**src/design/key_debounce_long_press_defines.svh**
```systemverilog
// assertion macros for the key debounce block
// no dependencies; included by files that carry concurrent checks
`ifndef KEY_DEBOUNCE_LONG_PRESS_DEFINES_SVH
`define KEY_DEBOUNCE_LONG_PRESS_DEFINES_SVH

`ifndef NO_ASSERTIONS
// checked while out of reset
`define KDLP_ASSERT(lbl, clk, rstn, prop) \
  lbl: assert property (@(posedge clk) disable iff (!(rstn)) (prop)) \
    else $error("kdlp assertion failed");
// checked at every edge, reset included
`define KDLP_ASSERT_ALWAYS(lbl, clk, prop) \
  lbl: assert property (@(posedge clk) (prop)) \
    else $error("kdlp assertion failed");
`else
`define KDLP_ASSERT(lbl, clk, rstn, prop)
`define KDLP_ASSERT_ALWAYS(lbl, clk, prop)
`endif

`endif

```
**src/design/kdlp_pkg.sv**
```systemverilog
// shared types, constants and helpers for the key debounce block
// no dependencies
package kdlp_pkg;

  localparam int unsigned KEYS           = 3;
  localparam int unsigned FILTER_SAMPLES = 4;
  localparam int unsigned PH_W           = 3;
  localparam int unsigned TIME_W         = 16;
  localparam int unsigned TICK_W         = 8;
  localparam int unsigned CFG_W          = 16;
  localparam int unsigned CFG_IDX_W      = 2;
  localparam int unsigned IN_W           = ((KEYS + 7) / 8) * 8;
  localparam int unsigned STATES_W       = PH_W * KEYS;
  localparam int unsigned OUT_W          = ((STATES_W + 7) / 8) * 8;

  localparam logic [CFG_IDX_W-1:0] CFG_TICK  = 2'd0;
  localparam logic [CFG_IDX_W-1:0] CFG_SHAKE = 2'd1;
  localparam logic [CFG_IDX_W-1:0] CFG_LONG  = 2'd2;

  localparam logic [TICK_W-1:0] TICK_RST  = 8'd20;
  localparam logic [TIME_W-1:0] SHAKE_RST = 16'd20;
  localparam logic [TIME_W-1:0] LONG_RST  = 16'd1000;

  localparam logic [TIME_W-1:0] TIME_MAX = {TIME_W{1'b1}};

  // reported phase codes
  localparam logic [PH_W-1:0] CODE_UP       = 3'd0;
  localparam logic [PH_W-1:0] CODE_SHAKE    = 3'd1;
  localparam logic [PH_W-1:0] CODE_PRESS    = 3'd2;
  localparam logic [PH_W-1:0] CODE_LONG     = 3'd3;
  localparam logic [PH_W-1:0] CODE_DROP     = 3'd4;
  localparam logic [PH_W-1:0] CODE_RISE     = 3'd5;
  localparam logic [PH_W-1:0] CODE_LONGDROP = 3'd6;
  localparam logic [PH_W-1:0] CODE_LONGRISE = 3'd7;

  typedef enum logic [7:0] {
    PH_UP       = 8'b0000_0001,
    PH_SHAKE    = 8'b0000_0010,
    PH_PRESS    = 8'b0000_0100,
    PH_LONG     = 8'b0000_1000,
    PH_DROP     = 8'b0001_0000,
    PH_RISE     = 8'b0010_0000,
    PH_LONGDROP = 8'b0100_0000,
    PH_LONGRISE = 8'b1000_0000
  } phase_e;

  typedef struct packed {
    logic [TICK_W-1:0] tick_ms;
    logic [TIME_W-1:0] shake_ms;
    logic [TIME_W-1:0] long_ms;
  } cfg_t;

  function automatic logic [PH_W-1:0] phase_code(phase_e ph);
    logic [PH_W-1:0] c;
    unique case (ph)
      PH_UP:       c = CODE_UP;
      PH_SHAKE:    c = CODE_SHAKE;
      PH_PRESS:    c = CODE_PRESS;
      PH_LONG:     c = CODE_LONG;
      PH_DROP:     c = CODE_DROP;
      PH_RISE:     c = CODE_RISE;
      PH_LONGDROP: c = CODE_LONGDROP;
      PH_LONGRISE: c = CODE_LONGRISE;
      default:     c = CODE_UP;
    endcase
    return c;
  endfunction

endpackage

```
**src/design/kdlp_lane.sv**
```systemverilog
// one key lane: sample history filter, phase machine and elapsed timer
// depends on kdlp_pkg
module kdlp_lane
  import kdlp_pkg::*;
(
  input  logic            clk_i,
  input  logic            rst_ni,
  input  logic            en_i,
  input  logic            raw_i,
  input  cfg_t            cfg_i,
  output logic [PH_W-1:0] code_o
);

  logic [FILTER_SAMPLES-1:0] hist_q, hist_d;
  logic                      rel_q, rel_d;
  phase_e                    phase_q, phase_d;
  logic [TIME_W-1:0]         elapsed_q, elapsed_d;
  logic [TIME_W:0]           sum;
  logic [TIME_W-1:0]         elapsed_inc;
  logic                      level;

  always_comb begin
    hist_d = {hist_q[FILTER_SAMPLES-2:0], raw_i};
    if (hist_d == '0) begin
      rel_d = 1'b0;
    end else if (hist_d == {FILTER_SAMPLES{1'b1}}) begin
      rel_d = 1'b1;
    end else begin
      rel_d = rel_q;
    end
  end

  assign level = ~rel_d;
  assign sum = {1'b0, elapsed_q} + {{(TIME_W + 1 - TICK_W){1'b0}}, cfg_i.tick_ms};
  // saturate at the top of the timer range
  assign elapsed_inc = sum[TIME_W] ? TIME_MAX : sum[TIME_W-1:0];

  always_comb begin
    phase_d   = phase_q;
    elapsed_d = elapsed_q;
    unique case (phase_q)
      PH_UP: begin
        if (level) begin
          phase_d   = PH_SHAKE;
          elapsed_d = '0;
        end
      end
      PH_SHAKE: begin
        if (level) begin
          if (elapsed_inc > cfg_i.shake_ms) begin
            phase_d   = PH_DROP;
            elapsed_d = '0;
          end else begin
            elapsed_d = elapsed_inc;
          end
        end else begin
          phase_d   = PH_UP;
          elapsed_d = '0;
        end
      end
      PH_PRESS: begin
        if (level) begin
          if (elapsed_inc > cfg_i.long_ms) begin
            phase_d   = PH_LONGDROP;
            elapsed_d = '0;
          end else begin
            elapsed_d = elapsed_inc;
          end
        end else begin
          phase_d   = PH_RISE;
          elapsed_d = '0;
        end
      end
      PH_LONG: begin
        phase_d = level ? PH_LONG : PH_LONGRISE;
      end
      PH_DROP: begin
        if (level) begin
          phase_d   = PH_PRESS;
          elapsed_d = '0;
        end else begin
          phase_d = PH_UP;
        end
      end
      PH_LONGDROP: begin
        if (level) begin
          phase_d   = PH_LONG;
          elapsed_d = '0;
        end else begin
          phase_d = PH_UP;
        end
      end
      default: phase_d = PH_UP;
    endcase
  end

  always_ff @(posedge clk_i or negedge rst_ni) begin
    if (!rst_ni) begin
      hist_q    <= {FILTER_SAMPLES{1'b1}};
      rel_q     <= 1'b1;
      phase_q   <= PH_UP;
      elapsed_q <= '0;
    end else if (en_i) begin
      hist_q    <= hist_d;
      rel_q     <= rel_d;
      phase_q   <= phase_d;
      elapsed_q <= elapsed_d;
    end
  end

  // code of the phase this tick leaves behind
  assign code_o = phase_code(phase_d);

endmodule

```
**src/design/kdlp_merge.sv**
```systemverilog
// merging stage: packs the lane phase codes into one output word register
// depends on kdlp_pkg
module kdlp_merge
  import kdlp_pkg::*;
(
  input  logic                      clk_i,
  input  logic                      rst_ni,
  input  logic                      load_i,
  input  logic [KEYS-1:0][PH_W-1:0] codes_i,
  input  logic                      take_i,
  output logic                      valid_o,
  output logic [OUT_W-1:0]          data_o
);

  logic [OUT_W-1:0] data_q, data_d;
  logic             valid_q, valid_d;

  always_comb begin
    data_d = '0;
    for (int k = 0; k < KEYS; k++) begin
      data_d[PH_W*k +: PH_W] = codes_i[k];
    end
  end

  assign valid_d = load_i | (valid_q & ~take_i);

  always_ff @(posedge clk_i or negedge rst_ni) begin
    if (!rst_ni) begin
      valid_q <= 1'b0;
    end else begin
      valid_q <= valid_d;
    end
  end

  always_ff @(posedge clk_i) begin
    if (load_i) begin
      data_q <= data_d;
    end
  end

  assign valid_o = valid_q;
  assign data_o  = data_q;

endmodule

```
**src/design/key_debounce_long_press.sv**
```systemverilog
// key debounce with long-press detection, one lane per key plus a packing stage
// an accepted scan tick shows its key states from the next cycle, held in the output register
// throughput: one tick per cycle unless stalled; a new tick is taken as the last word drains
// reset (async, active low): keys released, phases up, timers zero, defaults loaded
// depends on kdlp_pkg, kdlp_lane, kdlp_merge and the assertion macro header
`include "key_debounce_long_press_defines.svh"

module key_debounce_long_press
  import kdlp_pkg::*;
(
  input  logic                 clk_i,
  input  logic                 rst_ni,
  input  logic                 cfg_we_i,
  input  logic [CFG_IDX_W-1:0] cfg_idx_i,
  input  logic [CFG_W-1:0]     cfg_wdata_i,
  input  logic                 s_axis_tvalid,
  output logic                 s_axis_tready,
  input  logic [IN_W-1:0]      s_axis_tdata,  // raw_keys
  output logic                 m_axis_tvalid,
  input  logic                 m_axis_tready,
  output logic [OUT_W-1:0]     m_axis_tdata   // key_states
);

  cfg_t                      cfg_q;
  logic                      accept;
  logic [KEYS-1:0][PH_W-1:0] codes;

  always_ff @(posedge clk_i or negedge rst_ni) begin
    if (!rst_ni) begin
      cfg_q.tick_ms  <= TICK_RST;
      cfg_q.shake_ms <= SHAKE_RST;
      cfg_q.long_ms  <= LONG_RST;
    end else if (cfg_we_i) begin
      unique case (cfg_idx_i)
        CFG_TICK:  cfg_q.tick_ms  <= cfg_wdata_i[TICK_W-1:0];
        CFG_SHAKE: cfg_q.shake_ms <= cfg_wdata_i[TIME_W-1:0];
        CFG_LONG:  cfg_q.long_ms  <= cfg_wdata_i[TIME_W-1:0];
        default: ;
      endcase
    end
  end

  // output word register frees up in the same cycle it is taken
  assign s_axis_tready = ~m_axis_tvalid | m_axis_tready;
  assign accept        = s_axis_tvalid & s_axis_tready;

  for (genvar k = 0; k < KEYS; k++) begin : g_lane
    kdlp_lane u_lane (
      .clk_i  (clk_i),
      .rst_ni (rst_ni),
      .en_i   (accept),
      .raw_i  (s_axis_tdata[k]),
      .cfg_i  (cfg_q),
      .code_o (codes[k])
    );
  end

  kdlp_merge u_merge (
    .clk_i   (clk_i),
    .rst_ni  (rst_ni),
    .load_i  (accept),
    .codes_i (codes),
    .take_i  (m_axis_tready),
    .valid_o (m_axis_tvalid),
    .data_o  (m_axis_tdata)
  );

  `KDLP_ASSERT(a_accept_gives_word, clk_i, rst_ni, accept |=> m_axis_tvalid)
  `KDLP_ASSERT(a_stalled_word_kept, clk_i, rst_ni,
               (m_axis_tvalid && !m_axis_tready) |=> (m_axis_tvalid && $stable(m_axis_tdata)))
  // the word register is only known once reset has reached it
  `KDLP_ASSERT_ALWAYS(a_no_word_in_reset, clk_i, !rst_ni |=> !m_axis_tvalid)

endmodule

```
**config.mk**
```make
export PLATFORM = sky130hd
export DESIGN_NAME = key_debounce_long_press
export DESIGN_NICKNAME = d
export VERILOG_FILES = /design/src/design/kdlp_pkg.sv /design/src/design/kdlp_lane.sv /design/src/design/kdlp_merge.sv /design/src/design/key_debounce_long_press.sv
export VERILOG_INCLUDE_DIRS = /design/src /design/src/design
export SDC_FILE = /design/constraint.sdc
export NUM_CORES = 1
export LEC_CHECK = 0
export BUFFER_PORTS_ARGS = -buffer_cell sky130_fd_sc_hd__buf_2
export CAP_MARGIN = 40
export CORE_AREA = 4 4 139 141
export DETAILED_ROUTE_END_ITERATION = 8
export DIE_AREA = 0 0 143 145
export HOLD_SLACK_MARGIN = 0.05
export PLACE_DENSITY = 0.7
export SLEW_MARGIN = 15
export SYNTH_ARGS = -nofsm -noshare
export SYNTH_HDL_FRONTEND = slang
export SYNTH_SLANG_ARGS = --single-unit
```
**constraint.sdc**
```tcl
create_clock -name clk_i -period 5.92 [get_ports clk_i]
set_input_delay 0 -clock clk_i [delete_from_list [all_inputs] [get_ports clk_i]]
set_output_delay 0 -clock clk_i [all_outputs]
set_load 0.05 [all_outputs]
```
======== Word level (Yosys, flattened, before mapping) ========
Cells that the tools add are included.
word-level totals
  register bits ........................... 134
  bits in latches ......................... 0
  bits in writable memories ............... 0
  ROM bits ................................ 0
  bits of input ports ..................... 31
  output and inout bits ................... 18
  word-level logic and storage cells ...... 152
  memories kept ........................... 0
operators by class
  $add $sub $neg .......................... 3
  $mul .................................... 0
  divide/modulo/power cells ............... 0
  magnitude comparators ................... 6
  equality and inequality tests ........... 47
  shifts and indexed selects .............. 0
  multiplexer cells ....................... 57
  bitwise gates (word level) .............. 6
  reduce and logical (&&, ||, !) cells .... 16
operators with widths
  operator            number
  $mux 16             18
  $mux 8              18
  $pmux 16 s3         3
  $pmux 8 s6          3
  $gt 16x16->1        6
  $pmux 3 s7          3
  $add 16x8->17       3
  $eq 8x2->1 const B  6
  $eq 8x3->1 const B  6
  $eq 8x4->1 const B  6
  $eq 8x5->1 const B  6
  $eq 8x7->1 const B  6
  $eq 8x1->1 const B  3
  $eq 8x6->1 const B  3
  $eq 8x8->1 const B  3
  $eq 4x4->1 const B  3
  $logic_not 4->1     3
  $mux 4              3
  $mux 3              3
  $reduce_and 3->1    3
  $reduce_bool 3->1   3
  $reduce_or 3->1     3
  $mux 1              6
  $ne 2x2->1 const B  3
  other kinds (7)     12

======== Longest topological paths before layout ========
Gate-level depths: netlist (run 1).
  word-level depth ........................ 8
  depth in mapped cells ................... 18
  depth with buffers taken out ............ 17

======== Hierarchy ========
Synthesis (run 1) repeated with hierarchy kept, for this count alone.
unflattened totals
  cells, all modules ...................... 1104
  area, all modules ....................... 10383.7 um2
by module, submodules not included
  module                        instances  cells each  area each (um2)  sequential area each (um2)
  kdlp_lane (g_lane[0].u_lane)  1          350         2865.2           706.9
  kdlp_lane (g_lane[1].u_lane)  1          329         2851.5           706.9
  kdlp_lane (g_lane[2].u_lane)  1          318         2753.9           706.9
  key_debounce_long_press       1          87          1550.2           1013.5
  kdlp_merge                    1          20          362.8            295.3

======== Worst setup path after synthesis (run 1) ========
No wires, ideal clock.
  path type ............................... flip-flop to flip-flop
  from .................................... register cfg_q[32] in the netlist's numbering
  to ...................................... register u_merge.data_q[6] (netlist: u_merge.data_o[6]), data pin
  setup time .............................. 0.265 ns
  arrival time ............................ 3.929 ns
  required time ........................... 5.655 ns
  setup slack ............................. 1.725 ns
  cell stages (with the launch flop) ...... 17
  path buffers ............................ 0
  period minus slack after synthesis ...... 4.195 ns
  cell sequence ........................... dfrtp_1 ha_1 fa_1 a21o_1 a21oi_1 o211ai_1 nand3b_1 nor2_1 or3b_2 ha_1 nand2_1 o21ai_0 a221oi_1 nor2_1 nor3_1 o2111a_1 or3_1
RTL lines
  item                    RTL line                       RTL
  start: declaration      key_debounce_long_press.sv:24  cfg_t cfg_q;
  end signal: assignment  kdlp_merge.sv:37               data_q <= data_d;
  end: declaration        kdlp_merge.sv:15               logic [OUT_W-1:0] data_q, data_d;

==> flow_summary.ini, run 1 <==
[hold_path]
min_to = cfg_q[33]
hold_start = cfg_idx_i[0]
hp-class = in2reg
hold_depth = 4

[synth]
synth_cells = 1085
ys_ff_latch = 134
muxShareOfSynthArea = 0.0542
synth_top_family_by_area = simple AND/OR/NAND/NOR gates
yosys.area.top_type = dfrtp_1
synth_area_um2 = 9930
synth_compound_area_frac = 0.179
syn_area_per_cell_um2 = 9.15
synth_common_cells = nand2_1 (148), ha_1 (120), dfrtp_1 (100)
synthAdderAreaFrac = 0.157
synth_cell_type_count = 81
synth_seq_area_share = 0.345
synthTopCellsByArea = dfrtp_1 (25%), ha_1 (15%), dfstp_2 (6.6%)
synth_warnings = 0
synthSimpleGateAreaFrac = 0.207
synth-xor-area-share = 0.0203
post-synth-top-count-cell = nand2_1
yosysTopAreaCellShare = 0.252
async_reset_ff_frac = 0.933
synth_edf_count = 9
ys.flop_type = dfrtp_1

[worst_setup_path]
endpoint_kind = flop
path_class = reg2reg
cp.required_ns = 6.12
crit_start = cfg_q[32]
r2r_slack_ns = 0.85
reg2reg_from = cfg_q[32]
r2r-end = u_merge.data_o[3]
crit_arrival_ns = 5.28
crit_fanout = 8
rr_worst_depth = 17
cp-start-kind = flop

[timing]
fin_worst_skew_ns = 0.0120
tightest_slew_ns = 0.864
slew_viol_final = 0
finalHoldViolCount = 0
setup_viol = 0
fin_tns_setup_ns = 0
fmax_ghz = 0.197
post-route-period-util = 0.857
fin_ws_ns = 0.848
rsz0062_at_grt = no
period_needed_ns = 5.07
slew_headroom = 0.424

[place]
place_ws_ns = 0.903
dp_hpwl_mm = 18.5
gp_congestion = 0.898
place_inst = 1340
numPortBuffers = 36

[cells_and_area]
fin_cells = 1398
regArea_um2 = 3430
multiInputGateArea_um2 = 6170
nNetsFinal = 1309
fillers = 1507
area_delta_synth_final_pct = 14.5
drive_above_1_share = 0.155
fin_util = 0.633

[floorplan]
ios = 49
core_um2 = 18000
start_util = 0.553
rows = 49
die_h_um = 145
die_area_um2 = 20700
die_w_um = 143

[grt]
grt_usage = 0.253
antenna_found_initial = 1
grt_pass1_vias = 8171
globalRouteOverflowTotal = 0
grt_max_degree = 64
grt_pass1_wl_mm = 42.0

[clock_network]
clkSinkCount = 134
clk_pin_slew_ns = 0.06
cts_root_buffer = clkbuf_16
cts_resized = 0
cts_made_buffers = 17
htreeDepth = 4
clkLatencyLatePin_ns = 0.43
ctsLongestPathBuffers = 2
cts_hold_buf = 22
cts_tree = done
cts_setup_buffers = 0

[power_and_ir_drop]
p_leak_nw = 5.41
p_per_area_nw_per_um2 = 409
peakVddDrop_v = 0.000248
total_power_mw = 4.65

[detailed_routing]
drtIter0Drc = 561
drtAntennaViolNets = 0
viasPerCell = 5.95
drc = 0
wire_per_inst_um = 18.2
vias = 8322
wl_mm = 25.5
firstDrtPassIters = 5

[outcome]
status = finished clean

[run]
maxCapViolations = 0
==> state kept, by name, indices dropped and copies added, names as in the netlist <==
register                 flops
g_lane.u_lane.elapsed_q     48
cfg_q                       40
g_lane.u_lane.phase_q       24
g_lane.u_lane.hist_q         9
u_merge.data_o               9
g_lane.u_lane.rel_q          3
u_merge.valid_o              1
==> per-stage QoR <==
step	hold WS, ns	area [um2]
final	0.140	11400
after global routing	0.142	11400
after CTS	0.124	11300
after detailed placement	0.155	10400
after global placement	0.151	10300
after floorplan	-0.296	9950
==> per-layer routing <==
| metal | track usage | routed length, um | up-vias |
|---|---|---|---|
| li1 | - | - | 4120 |
| met4 | 0.0604 | 510 | 0 |
| met1 | 0.349 | 11600 | 3965 |
| met3 | 0.0428 | 969 | 44 |
| met2 | 0.417 | 12400 | 193 |
| met5 | 0 | 0 | - |
==> worst max-delay path by stage <==
stage | endpoint | cells after the start | slack, ns
4_1_cts | g_lane[2].u_lane.elapsed_q[1] | 16 | 0.88
6_report | u_merge.data_o[3] | 17 | 0.85
5_1_grt | g_lane[2].u_lane.elapsed_q[4] | 16 | 0.42
3_3_place_gp | g_lane[2].u_lane.elapsed_q[3] | 16 | 0.96
3_5_place_dp | g_lane[2].u_lane.elapsed_q[4] | 16 | 0.90
2_1_floorplan | u_merge.data_o[6] | 16 | 1.73
==> cell families (layout without fill, tap and decap cells) <==
logic type                 Yosys count  in the layout
adders and majority gates          123            123
other                                1              8
DFF                                134            134
AOI/OAI and AO/OA                  269            269
muxes                               48             48
and+or+nand+nor                    403            403
buffers and inverters               84            161
xor gates and xnor gates            23             23
==> report_power, final <==
| group | internal (mW) | total, mW | switching (mW) |
|---|---|---|---|
| clock | 0.832 | 1.25 | 0.416 |
| sequential | 1.14 | 1.29 | 0.154 |
| combinational | 0.833 | 2.11 | 1.28 |
| total | 2.80 | 4.65 | 1.85 |
==> worst max-delay path, stage by stage (launching register included) <==
cell      delay [ns]
dfrtp_1         0.48
ha_1            0.26
fa_1            0.24
a21o_1          0.15
a21boi_0        0.12
o21ai_0         0.41
nand3_1         0.22
nor2_1          0.56
nor2_1          0.15
inv_1           0.16
ha_1            0.26
a21o_1          0.18
a21oi_1         0.13
nor2b_1         0.06
o31a_1          0.27
o31ai_1         0.61
a21oi_1         0.17
o311ai_0        0.42
==> cell type report <==
| class | count | area share |
|---|---|---|
| diodes | 1 | 0.000220 |
| clock buffers | 23 | 0.0457 |
| clock inverters | 9 | 0.0161 |
| inverters | 58 | 0.0192 |
| multi-input cells | 873 | 0.543 |
| flip-flops and latches | 134 | 0.302 |
| well taps | 229 | 0.0252 |
| repair buffers | 71 | 0.0494 |
==> cells in the final DEF (no fill, tap or decap), types with 8 or more instances in the layout <==
cell	instances
dfstp_2	25
nor2b_1	15
nand2b_1	11
buf_4	8
dfrtp_1	100
o21ai_1	12
nor3_1	21
xnor2_1	10
o31ai_1	8
a211oi_1	11
nand4_1	24
o211ai_1	18
edfxtp_1	9
o21a_1	15
a21o_1	14
buf_2	35
nand2_1	148
nor2_1	69
dlygate4sd3_1	23
a21oi_1	55
clkbuf_16	18
and2_1	10
and3_1	17
nor4_1	9
mux2_2	46
inv_1	58
nand3_1	32
xor2_1	13
a22o_1	18
ha_1	120
o21ai_0	64
(Power assumes the default switching activity.)
==> run 2: changes to the inputs <==
--- a/config.mk
+++ b/config.mk
@@ -6,13 +6,13 @@
 export SDC_FILE = /design/constraint.sdc
 export NUM_CORES = 1
 export LEC_CHECK = 0
-export BUFFER_PORTS_ARGS = -buffer_cell sky130_fd_sc_hd__buf_2
 export CAP_MARGIN = 40
 export CORE_AREA = 4 4 139 141
 export DETAILED_ROUTE_END_ITERATION = 8
 export DIE_AREA = 0 0 143 145
+export DONT_BUFFER_PORTS = 1
 export HOLD_SLACK_MARGIN = 0.05
-export PLACE_DENSITY = 0.7
+export PLACE_DENSITY = 0.67
 export SLEW_MARGIN = 15
 export SYNTH_ARGS = -nofsm -noshare
 export SYNTH_HDL_FRONTEND = slang
==> run 2 against run 1 <==
  * Sequential power grew 3%
  * Critical path depth shrank 1
  * Wire length shrank 1.2%
  * Via count shrank 0.62%
  * Fmax shrank 1.7%
  * Clock skew shrank 0.00080 ns
  * Register-to-register slack lost 0.09 ns
  * Sequential share of layout area grew 0.70 points
  * Clock power shrank 14%
  * Total power shrank 4.2%
==> flow_summary.ini, run 2 (synthesis results as in run 1) <==
[timing]
post-route-period-util = 0.872
rsz0062_at_grt = no
finalHoldViolCount = 0
period_needed_ns = 5.16
slew_viol_final = 0
slew_headroom = 0.440
tightest_slew_ns = 0.839
fmax_ghz = 0.194
fin_worst_skew_ns = 0.0112
fin_tns_setup_ns = 0
setup_viol = 0

[detailed_routing]
wl_mm = 25.2
viasPerCell = 6.05
wire_per_inst_um = 18.4
drtAntennaViolNets = 0
drc = 0
top_layer = met4
wl_met3_mm = 1.07
vias = 8270
wl_met1_mm = 11.5
drtIter0Drc = 573
firstDrtPassIters = 5
wl_met2_mm = 12.1

[clock_network]
htreeDepth = 4
clk_pin_slew_ns = 0.07
cts_made_buffers = 17
clkSinkCount = 134
cts_tree = done
cts_root_buffer = clkbuf_16
cts_resized = 0
clkLatencyLatePin_ns = 0.43
ctsLongestPathBuffers = 2
cts_setup_buffers = 0
cts_hold_buf = 31

[place]
gp_congestion = 0.926
numPortBuffers = 0
dp_hpwl_mm = 18.4

[cells_and_area]
fillers = 1538
drive_above_1_share = 0.126
nNetsFinal = 1279
antenna_cells = 0
fin_util = 0.619
area_delta_synth_final_pct = 11.9
mostFrequentLayoutCell = nand2_1
largest_reg_flops = 48
final_cell_mix = nand2_1 (148), ha_1 (120), dfrtp_1 (100), nor2_1 (69), o21ai_0 (64)
reg_top3 = g_lane.u_lane.elapsed_q x48, cfg_q x40, g_lane.u_lane.phase_q x24
largest-register = g_lane.u_lane.elapsed_q

[worst_setup_path]
crit_fanout = 8
cp.required_ns = 6.29
cp-start-kind = flop
path_class = reg2reg
crit_arrival_ns = 5.53
endpoint_kind = flop

[grt]
grt_max_degree = 126
grt_pass1_vias = 8216
grt_pass1_wl_mm = 41.4
grt_usage = 0.249
globalRouteOverflowTotal = 0
antenna_found_initial = 0

[power_and_ir_drop]
pwr-share-clk = 0.240
p_sw_mw = 1.85
p_leak_nw = 5.24
power_frac_seq = 0.299
p_int_mw = 2.60
peakVddDrop_v = 0.000225
p_per_area_nw_per_um2 = 401
p_sw_frac = 0.416
p_comb_frac = 0.461

[outcome]
status = finished clean

[floorplan]
ios = 49
rows = 49
die_area_um2 = 20700
start_util = 0.553
die_w_um = 143
core_um2 = 18000
die_h_um = 145

[run]
maxCapViolations = 0

[hold_path]
hp-class = in2reg
[run 2: through the flow]
| step | instance area (um2) | total power [mW] | setup slack [ns] | std cells | hold WS, ns |
|---|---|---|---|---|---|
| 3_5_place_dp | 10200 | 3.31 | 0.865 | 1304 | -0.290 |
| 3_3_place_gp | 10200 | 3.25 | 0.951 | 1301 | -0.289 |
| 2_1_floorplan | 9950 | 2.82 | 1.73 | 1091 | -0.296 |
| 6_report | 11100 | 4.45 | 0.759 | 1367 | 0.0738 |
| 5_1_grt | 11100 | 4.81 | 0.535 | 1367 | 0.128 |
| 4_1_cts | 11100 | 4.45 | 0.789 | 1367 | 0.0508 |
[run 2: cell type report]
class                   instances  area [um2]  share of cell area
clock buffers                  19         443              0.0399
clock inverters                13         144              0.0130
repair buffers                 41         422              0.0380
multi-input cells             873        6170               0.555
well taps                     229         287              0.0258
inverters                      58         218              0.0196
flip-flops and latches        134        3430               0.309
[run 2: per-layer routing]
metal | vias up | global-route usage
met2 | 198 | 0.408
met4 | 0 | 0.0689
met3 | 45 | 0.0438
met5 | - | 0
met1 | 3958 | 0.338
li1 | 4069 | -
[run 2: power groups by stage]
stage | clock (mW) | sequential [mW] | combinational (mW)
global placement | 0 | 1.34 | 1.91
global route | 1.12 | 1.35 | 2.33
floorplan | 0 | 1.29 | 1.52
detailed placement | 0 | 1.34 | 1.97
finish | 1.07 | 1.33 | 2.05
CTS | 1.09 | 1.33 | 2.03
[run 2: critical path, stage by stage (launching register included)]
cell	delay (ns)
dfrtp_1	0.49
ha_1	0.30
fa_1	0.45
a21o_1	0.20
a21oi_1	0.26
o211ai_1	0.20
nand3b_1	0.25
nor2_1	0.20
or3b_2	0.54
ha_1	0.32
nand4_1	0.15
nor4_1	0.43
nor3_1	0.08
o31a_1	0.20
nor4_1	0.40
o21a_1	0.40
a22o_1	0.21
[run 2: path summary, 6_finish.rpt]
| kind | from | endpoint | slack (ns) | cells after the start |
|---|---|---|---|---|
| setup / recovery | cfg_q[32] | g_lane[2].u_lane.elapsed_q[4] | 0.76 | 16 |
| hold / removal | s_axis_tdata[1] | g_lane[1].u_lane.rel_q | 0.07 | 4 |
| setup reg to reg | cfg_q[32] | g_lane[2].u_lane.elapsed_q[4] | 0.76 | 16 |
| hold reg to reg | g_lane[2].u_lane.hist_q[2] | g_lane[2].u_lane.hist_q[2] | 0.46 | 2 |
| max in group asynchronous | rst_ni | g_lane[0].u_lane.phase_q[1] | 5.20 | 2 |
| min in group asynchronous | rst_ni | g_lane[1].u_lane.elapsed_q[7] | 0.16 | 2 |
